File: config.mk
export PLATFORM = sky130hd
export DESIGN_NAME = psum_seq
export DESIGN_NICKNAME = d
export VERILOG_FILES = /design/src/sv/psum_pkg.sv /design/src/sv/psum_seq.sv
export SDC_FILE = /design/constraint.sdc
export NUM_CORES = 1
export LEC_CHECK = 0
export BUFFER_PORTS_ARGS = -buffer_cell sky130_fd_sc_hd__buf_2
export CAP_MARGIN = 20
export CORE_AREA = 2 2 39 41
export DETAILED_ROUTE_END_ITERATION = 16
export DIE_AREA = 0 0 41 43
export PLACE_DENSITY = 0.79
export SETUP_SLACK_MARGIN = 0.02
export SLEW_MARGIN = 40
export SYNTH_ARGS = -nofsm -noshare
export SYNTH_HDL_FRONTEND = slang
export SYNTH_SLANG_ARGS = --single-unit
File: constraint.sdc
create_clock -name clk_i -period 2.4 [get_ports clk_i]
set_clock_uncertainty 0.05 [all_clocks]
set_input_delay 0.24 -clock clk_i [delete_from_list [all_inputs] [get_ports clk_i]]
set_output_delay 0.24 -clock clk_i [all_outputs]
set_load 0.01 [all_outputs]
File: src/sv/psum_pkg.sv
package psum_pkg;

  // Mark store geometry
  localparam int unsigned MAX_LIMIT = 65536;
  localparam int unsigned MARK_DEPTH = MAX_LIMIT + 1;
  localparam int unsigned IDX_W = $clog2(MARK_DEPTH);
  // counters also hold limit + i, which reaches twice the limit
  localparam int unsigned CNT_W = IDX_W + 1;

  // Stream fields
  localparam int unsigned LIM_W = 17;
  localparam int unsigned TOTAL_W = 32;
  localparam int unsigned IN_TDATA_W = 24;
  localparam int unsigned OUT_TDATA_W = 32;

  // Microprogram
  localparam int unsigned PC_W = 4;
  typedef logic [PC_W-1:0] step_t;

  localparam step_t S_WAIT = 4'd0;
  localparam step_t S_CHK  = 4'd1;
  localparam step_t S_FILL = 4'd2;
  localparam step_t S_SET2 = 4'd3;
  localparam step_t S_RD   = 4'd4;
  localparam step_t S_TST  = 4'd5;
  localparam step_t S_PRM  = 4'd6;
  localparam step_t S_CLR  = 4'd7;
  localparam step_t S_NEXT = 4'd8;
  localparam step_t S_EMIT = 4'd9;
  localparam step_t S_BACK = 4'd10;

  typedef enum logic [2:0] {
    C_ALWAYS,
    C_NO_ITEM,
    C_LIM_LT2,
    C_I_LT_LIM,
    C_MARK_CLR,
    C_J_LE_LIM,
    C_OUT_BUSY
  } cond_e;

  // which outcome of the jump lets the gated side effects through
  typedef enum logic [1:0] {
    G_NONE,
    G_TAKEN,
    G_FALL
  } gate_e;

  typedef enum logic [1:0] {
    I_KEEP,
    I_TWO,
    I_INC
  } iop_e;

  typedef enum logic [1:0] {
    J_KEEP,
    J_DBL,
    J_ADD
  } jop_e;

  typedef enum logic {
    A_I,
    A_J
  } asel_e;

  typedef struct packed {
    logic  in_ready;
    logic  ld_item;   // gated
    iop_e  i_op;
    jop_e  j_op;
    logic  sum_add;
    logic  mem_we;    // gated
    logic  mem_wbit;
    logic  mem_re;
    asel_e addr_sel;
    logic  out_load;  // gated
    gate_e gate;
    cond_e cond;
    step_t target;
  } cw_t;

  typedef struct packed {
    logic  in_ready;
    logic  ld_item;
    iop_e  i_op;
    jop_e  j_op;
    logic  sum_add;
    logic  mem_we;
    logic  mem_wbit;
    logic  mem_re;
    asel_e addr_sel;
    logic  out_load;
  } ctl_t;

  typedef struct packed {
    logic no_item;
    logic lim_lt2;
    logic i_lt_lim;
    logic mark_clr;
    logic j_le_lim;
    logic out_busy;
  } flags_t;

  function automatic cw_t cw_blank();
    cw_t c;
    c.in_ready = 1'b0;
    c.ld_item  = 1'b0;
    c.i_op     = I_KEEP;
    c.j_op     = J_KEEP;
    c.sum_add  = 1'b0;
    c.mem_we   = 1'b0;
    c.mem_wbit = 1'b0;
    c.mem_re   = 1'b0;
    c.addr_sel = A_I;
    c.out_load = 1'b0;
    c.gate     = G_NONE;
    c.cond     = C_ALWAYS;
    c.target   = S_WAIT;
    return c;
  endfunction

  // Control store: taken jump goes to target, otherwise to the next step
  function automatic cw_t ucode_rom(step_t pc);
    cw_t c;
    c = cw_blank();
    case (pc)
      S_WAIT: begin
        c.in_ready = 1'b1;
        c.ld_item  = 1'b1;
        c.gate     = G_FALL;
        c.cond     = C_NO_ITEM;
        c.target   = S_WAIT;
      end
      S_CHK: begin
        c.cond   = C_LIM_LT2;
        c.target = S_EMIT;
      end
      S_FILL: begin
        c.mem_we   = 1'b1;
        c.mem_wbit = 1'b1;
        c.addr_sel = A_I;
        c.i_op     = I_INC;
        c.cond     = C_I_LT_LIM;
        c.target   = S_FILL;
      end
      S_SET2: begin
        c.i_op   = I_TWO;
        c.target = S_RD;
      end
      S_RD: begin
        c.mem_re   = 1'b1;
        c.addr_sel = A_I;
        c.target   = S_TST;
      end
      S_TST: begin
        c.cond   = C_MARK_CLR;
        c.target = S_NEXT;
      end
      S_PRM: begin
        c.sum_add = 1'b1;
        c.j_op    = J_DBL;
        c.target  = S_CLR;
      end
      S_CLR: begin
        c.mem_we   = 1'b1;
        c.mem_wbit = 1'b0;
        c.addr_sel = A_J;
        c.j_op     = J_ADD;
        c.gate     = G_TAKEN;
        c.cond     = C_J_LE_LIM;
        c.target   = S_CLR;
      end
      S_NEXT: begin
        c.i_op   = I_INC;
        c.cond   = C_I_LT_LIM;
        c.target = S_RD;
      end
      S_EMIT: begin
        c.out_load = 1'b1;
        c.gate     = G_FALL;
        c.cond     = C_OUT_BUSY;
        c.target   = S_EMIT;
      end
      S_BACK: begin
        c.target = S_WAIT;
      end
      default: begin
        c.target = S_WAIT;
      end
    endcase
    return c;
  endfunction

endpackage

File: src/sv/psum_seq.sv
module psum_seq
  import psum_pkg::*;
(
  input  logic   clk_i,
  input  logic   rst_ni,
  input  flags_t flags_i,
  output ctl_t   ctl_o
);

  step_t pc_q, pc_d;
  cw_t   cw;
  logic  taken;
  logic  pass;

  assign cw = ucode_rom(pc_q);

  always_comb begin
    case (cw.cond)
      C_ALWAYS:   taken = 1'b1;
      C_NO_ITEM:  taken = flags_i.no_item;
      C_LIM_LT2:  taken = flags_i.lim_lt2;
      C_I_LT_LIM: taken = flags_i.i_lt_lim;
      C_MARK_CLR: taken = flags_i.mark_clr;
      C_J_LE_LIM: taken = flags_i.j_le_lim;
      C_OUT_BUSY: taken = flags_i.out_busy;
      default:    taken = 1'b1;
    endcase
  end

  always_comb begin
    case (cw.gate)
      G_NONE:  pass = 1'b1;
      G_TAKEN: pass = taken;
      G_FALL:  pass = ~taken;
      default: pass = 1'b0;
    endcase
  end

  always_comb begin
    pc_d = taken ? cw.target : pc_q + step_t'(1);
  end

  always_comb begin
    ctl_o.in_ready = cw.in_ready;
    ctl_o.ld_item  = cw.ld_item & pass;
    ctl_o.i_op     = cw.i_op;
    ctl_o.j_op     = cw.j_op;
    ctl_o.sum_add  = cw.sum_add;
    ctl_o.mem_we   = cw.mem_we & pass;
    ctl_o.mem_wbit = cw.mem_wbit;
    ctl_o.mem_re   = cw.mem_re;
    ctl_o.addr_sel = cw.addr_sel;
    ctl_o.out_load = cw.out_load & pass;
  end

  always_ff @(posedge clk_i or negedge rst_ni) begin
    if (!rst_ni) begin
      pc_q <= S_WAIT;
    end else begin
      pc_q <= pc_d;
    end
  end

endmodule
Word-level counts from Yosys, hierarchy flattened
Cells that the tools add are included.
{"block": "word_totals", "reg_bits": 4, "out_inout_bits": 12, "wordCells": 44}
{"block": "op_classes", "add_sub_neg": 1, "eq_ne": 17, "muxes": 14, "bitwise": 4, "reduce_logical": 7}
{"operator": "4-bit case mux with 6 select lines", "n": 1}
{"operator": "3-bit case mux with 6 select lines", "n": 1}
{"operator": "4-bit by 3-bit == test with 1-bit output (second input constant)", "n": 4}
{"operator": "2-bit case mux with 2 select lines", "n": 4}
{"operator": "2-bit OR reduction", "n": 5}
{"operator": "3-bit == test (second input constant)", "n": 3}
{"operator": "4-bit by 2-bit == test with 1-bit output (second input constant)", "n": 2}
{"operator": "4-bit == test (second input constant)", "n": 2}
{"operator": "3-bit by 2-bit == test with 1-bit output (second input constant)", "n": 2}
{"operator": "1-bit case mux with 6 select lines", "n": 1}
{"operator": "4-bit by 1-bit adder with 4-bit output (second input constant)", "n": 1}
{"operator": "4-bit by 1-bit == test with 1-bit output (second input constant)", "n": 1}
{"operator": "4-bit logical NOT", "n": 1}
{"operator": "1-bit 2-to-1 mux", "n": 4}
{"operator": "4-bit 2-to-1 mux", "n": 1}
{"operator": "1-bit bitwise AND", "n": 3}
{"operator": "3-bit by 1-bit == test with 1-bit output (second input constant)", "n": 1}
{"operator": "1-bit case mux with 3 select lines", "n": 1}
{"operator": "2-bit by 1-bit == test with 1-bit output (second input constant)", "n": 1}
{"operator": "2-bit == test (second input constant)", "n": 1}
{"operator": "2-bit logical NOT", "n": 1}
{"operator": "2-bit 2-to-1 mux", "n": 1}
{"operator": "1-bit inverter", "n": 1}

Logic depth before layout (Yosys ltp)
{"block": "logic_depth", "ltp_word": 8, "depth_mapped": 8, "ltp_nobuf": 7}

Worst setup path after synthesis
No wires, ideal clock.
{"block": "synth_path", "path_type": "register to register", "from": "register pc_q[0]", "to": "register pc_q[1]", "arrival_time_ns": 1.920, "required_time_ns": 2.225, "path_slack_ns": 0.305, "stages_incl_launch_ff": 8, "path_buffers": 1, "path_cell_list": "dfrtp_1 > ha_1 > buf_6 > nand2b_4 > a211o_1 > a32oi_2 > a221o_2 > mux2_4"}
{"block": "synth_between", "elab_chain_cells": 6}
{"item": "start: declaration", "line_no": "psum_seq.sv:10", "text": "step_t pc_q, pc_d;"}
{"item": "start signal: assignment", "line_no": "psum_seq.sv:60", "text": "pc_q <= pc_d;"}
{"item": "4-bit == test / 4-bit by 2-bit == test with 1-bit output (equally long branches)", "line_no": "psum_pkg.sv:126", "text": "case (pc)"}
{"item": "2-bit OR reduction (no line)"}
{"item": "3-bit case mux with 6 select lines", "line_no": "psum_pkg.sv:126"}
{"item": "3-bit == test, or another cell as far along", "line_no": "psum_seq.sv:18", "text": "case (cw.cond)"}
{"item": "1-bit case mux with 6 select lines", "line_no": "psum_seq.sv:18"}
{"item": "4-bit 2-to-1 mux *", "line_no": "psum_seq.sv:40", "text": "pc_d = taken ? cw.target : pc_q + step_t'(1);"}
{"item": "net pc_d[1]", "line_no": "psum_seq.sv:10"}
Mark *: on every way through the listed nets, which the timed path passes. The rest lies on a longest branch.

==> out/metrics.csv <==
stage,metric,value,unit
route,mean routed wirelength per cell,13.4,um
cells_and_area,biggest registers after layout,pc_q x4,
route,number of nets with antenna violations after routing,0,
timing,max_slew headroom,0.770,
place,DP HPWL,1.07,mm
cells_and_area,final-stage net count,108,
route,Initial DRC Count,26,
power_and_ir_drop,net switching power of the design,491,uW
timing,final critical-path required period,2360,ps
clocking,register clock-pin slew on the reported worst setup and hold paths,40,ps
grt,met3 global-route usage,0.0471,
synthesis,area fraction of the dominant cell type after synthesis,0.181,
synthesis,register bit total from synthesis,4,
critical_path,critical path cell sequence,"inv_2, ha_4, nand2b_4, a211o_1, a32oi_2, a221o_2, nor3_1, buf_2",
cells_and_area,Sequential Area,101,um^2
critical_path,largest delay contributor family on the critical path,compound AO/OA/AOI/OAI gates,
synthesis,part of the Yosys area used for sequential elements,0.181,
grt,global routing usage summed across all routing layers,0.195,
grt,largest net degree at the start of global routing,13,
die,overall die area,0.00176,mm^2
route,total detailed-routing wirelength,1.48,mm
cells_and_area,final-layout fill cell count,131,
power_and_ir_drop,portion of total power attributed to sequential cells,0.149,
power_and_ir_drop,part of the power in the clock network,0.075,
route,overall via count from detail_route,592,
power_and_ir_drop,switching fraction of total power,0.449,
synthesis,number of flops mapped to enable cells by yosys,0,
place,pre-CTS setup slack,66.6,ps
timing,achievable frequency,423,MHz
die,std cell rows,14,
synthesis,Synth Instances,71,
cells_and_area,"commonest non-fill, non-tap cell in the layout",sky130_fd_sc_hd__buf_2,
power_and_ir_drop,power density over the cells,1490,mW/mm^2
critical_path,Crit path buffers/inverters,2,
timing,setup violation total in the final timing report,0,
die,die boundary height,43,um
clocking,number of sinks on the clock net,4,
cells_and_area,most used cells in the layout excluding fill and tap cells,"sky130_fd_sc_hd__buf_2, sky130_fd_sc_hd__nand2_1, sky130_fd_sc_hd__and2_1, sky130_fd_sc_hd__a21oi_1, sky130_fd_sc_hd__buf_4",
run_status,status,completed,
grt,vias in the first global route,555,
min_path,class of the most critical hold timing path,in -> async,
cells_and_area,max reg flops,4,
grt,layer with the highest usage,met2,
clocking,CTS buffer count,3,
critical_path,peak per-stage delay on the critical path,460,ps
critical_path,arrival time of the worst setup path,2070,ps
synthesis,distinct cell type count of the synthesized netlist,30,
clocking,clock root buffer,sky130_fd_sc_hd__clkbuf_4,
die,initial core utilization,0.400,
critical_path,cell with the largest stage delay on the worst path,sky130_fd_sc_hd__a221o_2,
clocking,TritonCTS clock tree,yes,
grt,global routing usage on met2,0.334,
cells_and_area,Finished Core Util,0.529,
clocking,clock latency on the worst-skew pair,230,ps
cells_and_area,area taken by multi-input logic gates,410,um^2
critical_path,largest fanout of any net on the critical path,6,
route,vias per cell,5.38,
power_and_ir_drop,relative contribution of combinational cells to total power,0.776,
timing,Worst Max-Slew Pin Slew,341,ps
timing,setup repair after global routing missed its margin,true,
timing,hold violation count in the final report,0,
synthesis,top post-synthesis cells by area,"sky130_fd_sc_hd__dfrtp_1, sky130_fd_sc_hd__ha_1, sky130_fd_sc_hd__and2_1",
timing,final-layout setup total negative slack,0,ps
synthesis,mean instance size in the synthesized netlist,7.79,um^2
timing,fin worst setup slack,35.6,ps
clocking,maximum buffer depth of the clock tree,2,
synthesis,largest area contributor in the netlist,sky130_fd_sc_hd__dfrtp_1,
clocking,# H-tree levels,1,
grt,total grt overflow,0,
cells_and_area,fraction of final layout cells with drive strength greater than 1,0.415,
synthesis,Syn Nets,83,
synthesis,netlist area before placement,553,um^2
critical_path,type of the worst setup path,reg -> out,
critical_path,launching element type of the critical path,flop,
power_and_ir_drop,Power Internal,603,uW
place,RePlAce Congestion,0.865,
route,DRC viols,0,
timing,final count of pins violating max slew,0,
route,total iterations of the first detailed-routing run,4,
cells_and_area,register bank with the most flops,pc_q,
grt,wire length of the first global-routing pass,2.33,mm
critical_path,endpoint type of the worst setup path,primary output,
die,Std-Cell Core Area,0.00138,mm^2
grt,antenna violations before repair,0,
power_and_ir_drop,VDD IR-drop max,0.000675,V
cells_and_area,n_diodes,0,
power_and_ir_drop,leakage dissipation,0.000385,uW
place,port buffer count,19,
die,horizontal die dimension,41,um
synthesis,Post-synth top flop,sky130_fd_sc_hd__dfrtp_1,
power_and_ir_drop,Overall Power,1090,uW
cells_and_area,layout overhead on the synthesized area,32.4,%
critical_path,required time at the endpoint of the critical path,2110,ps
synthesis,post-synthesis async set-or-reset flop share,1.00,
run,max-capacitance violation count,0,
grt,Global Route met1 Usage,0.223,
timing,"Period Utilization, post-route",0.985,
synthesis,number of warnings printed during yosys synthesis,0,
timing,smallest hold slack,292,ps
die,boundary pin count,20,
cell usage after synthesis (3+ instances only):
| cell | count |
|---|---|
| sky130_fd_sc_hd__nand2_1 | 7 |
| sky130_fd_sc_hd__inv_1 | 6 |
| sky130_fd_sc_hd__a21oi_1 | 5 |
| sky130_fd_sc_hd__and2_1 | 5 |
| sky130_fd_sc_hd__dfrtp_1 | 4 |
| sky130_fd_sc_hd__ha_1 | 4 |
| sky130_fd_sc_hd__nand2b_1 | 4 |
| sky130_fd_sc_hd__nor2_1 | 4 |
| sky130_fd_sc_hd__o21ai_0 | 4 |
| sky130_fd_sc_hd__nor2b_1 | 3 |
worst paths after layout:
kind                             from       end  slack (ps)  depth (start not counted)
min in group clk_i         flags_i[0]   pc_q[2]         460                          4
max                           pc_q[1]  ctl_o[0]          40                          8
min                            rst_ni   pc_q[2]         290                          2
max reg2reg                   pc_q[1]   pc_q[1]         190                          8
max in group asynchronous      rst_ni   pc_q[0]        1870                          2
min reg2reg                   pc_q[0]   pc_q[0]         530                          1
layout make-up:
cell class              instances  area share
multi-input cells              55       0.561
repair buffers                 26       0.212
inverters                       6      0.0308
flip-flops and latches          4       0.138
clock buffers                   3      0.0308
well taps                      16      0.0274
timing repair:
action	in CTS	in global routing
pin swaps	1	2
setup buffers	2	2
setup endpoints to repair	3	3
hold buffers	1	0
gates resized for setup	7	2
endpoints found under the hold margin	4	0
per-layer routing:
layer	vias up	share of wire
met5	-	0
met4	0	0
met3	0	0.055
met2	20	0.54
met1	283	0.40
li1	289	-
power groups by stage:
stage / sequential [uW] / combinational, uW / clock [uW]
2_1_floorplan: 123 / 581 / 0
5_1_grt: 170 / 924 / 93.8
4_1_cts: 157 / 814 / 87.2
3_5_place_dp: 149 / 711 / 0
6_report: 163 / 849 / 82.5
3_3_place_gp: 149 / 687 / 0
stage by stage:
step                cells  instance area (um^2)
floorplan              71                   553
global placement      102                   636
detailed placement    102                   636
CTS                   108                   712
global route          110                   732
finish                110                   732
kinds of logic after synthesis:
logic type,share of synthesized area
and+or+nand+nor,0.303
buffers and inverters,0.127
DFF,0.181
adders and majority gates,0.0905
muxes,0.0633
AOI/OAI and AO/OA,0.235
No activity file was read; power rests on OpenSTA's default activity.
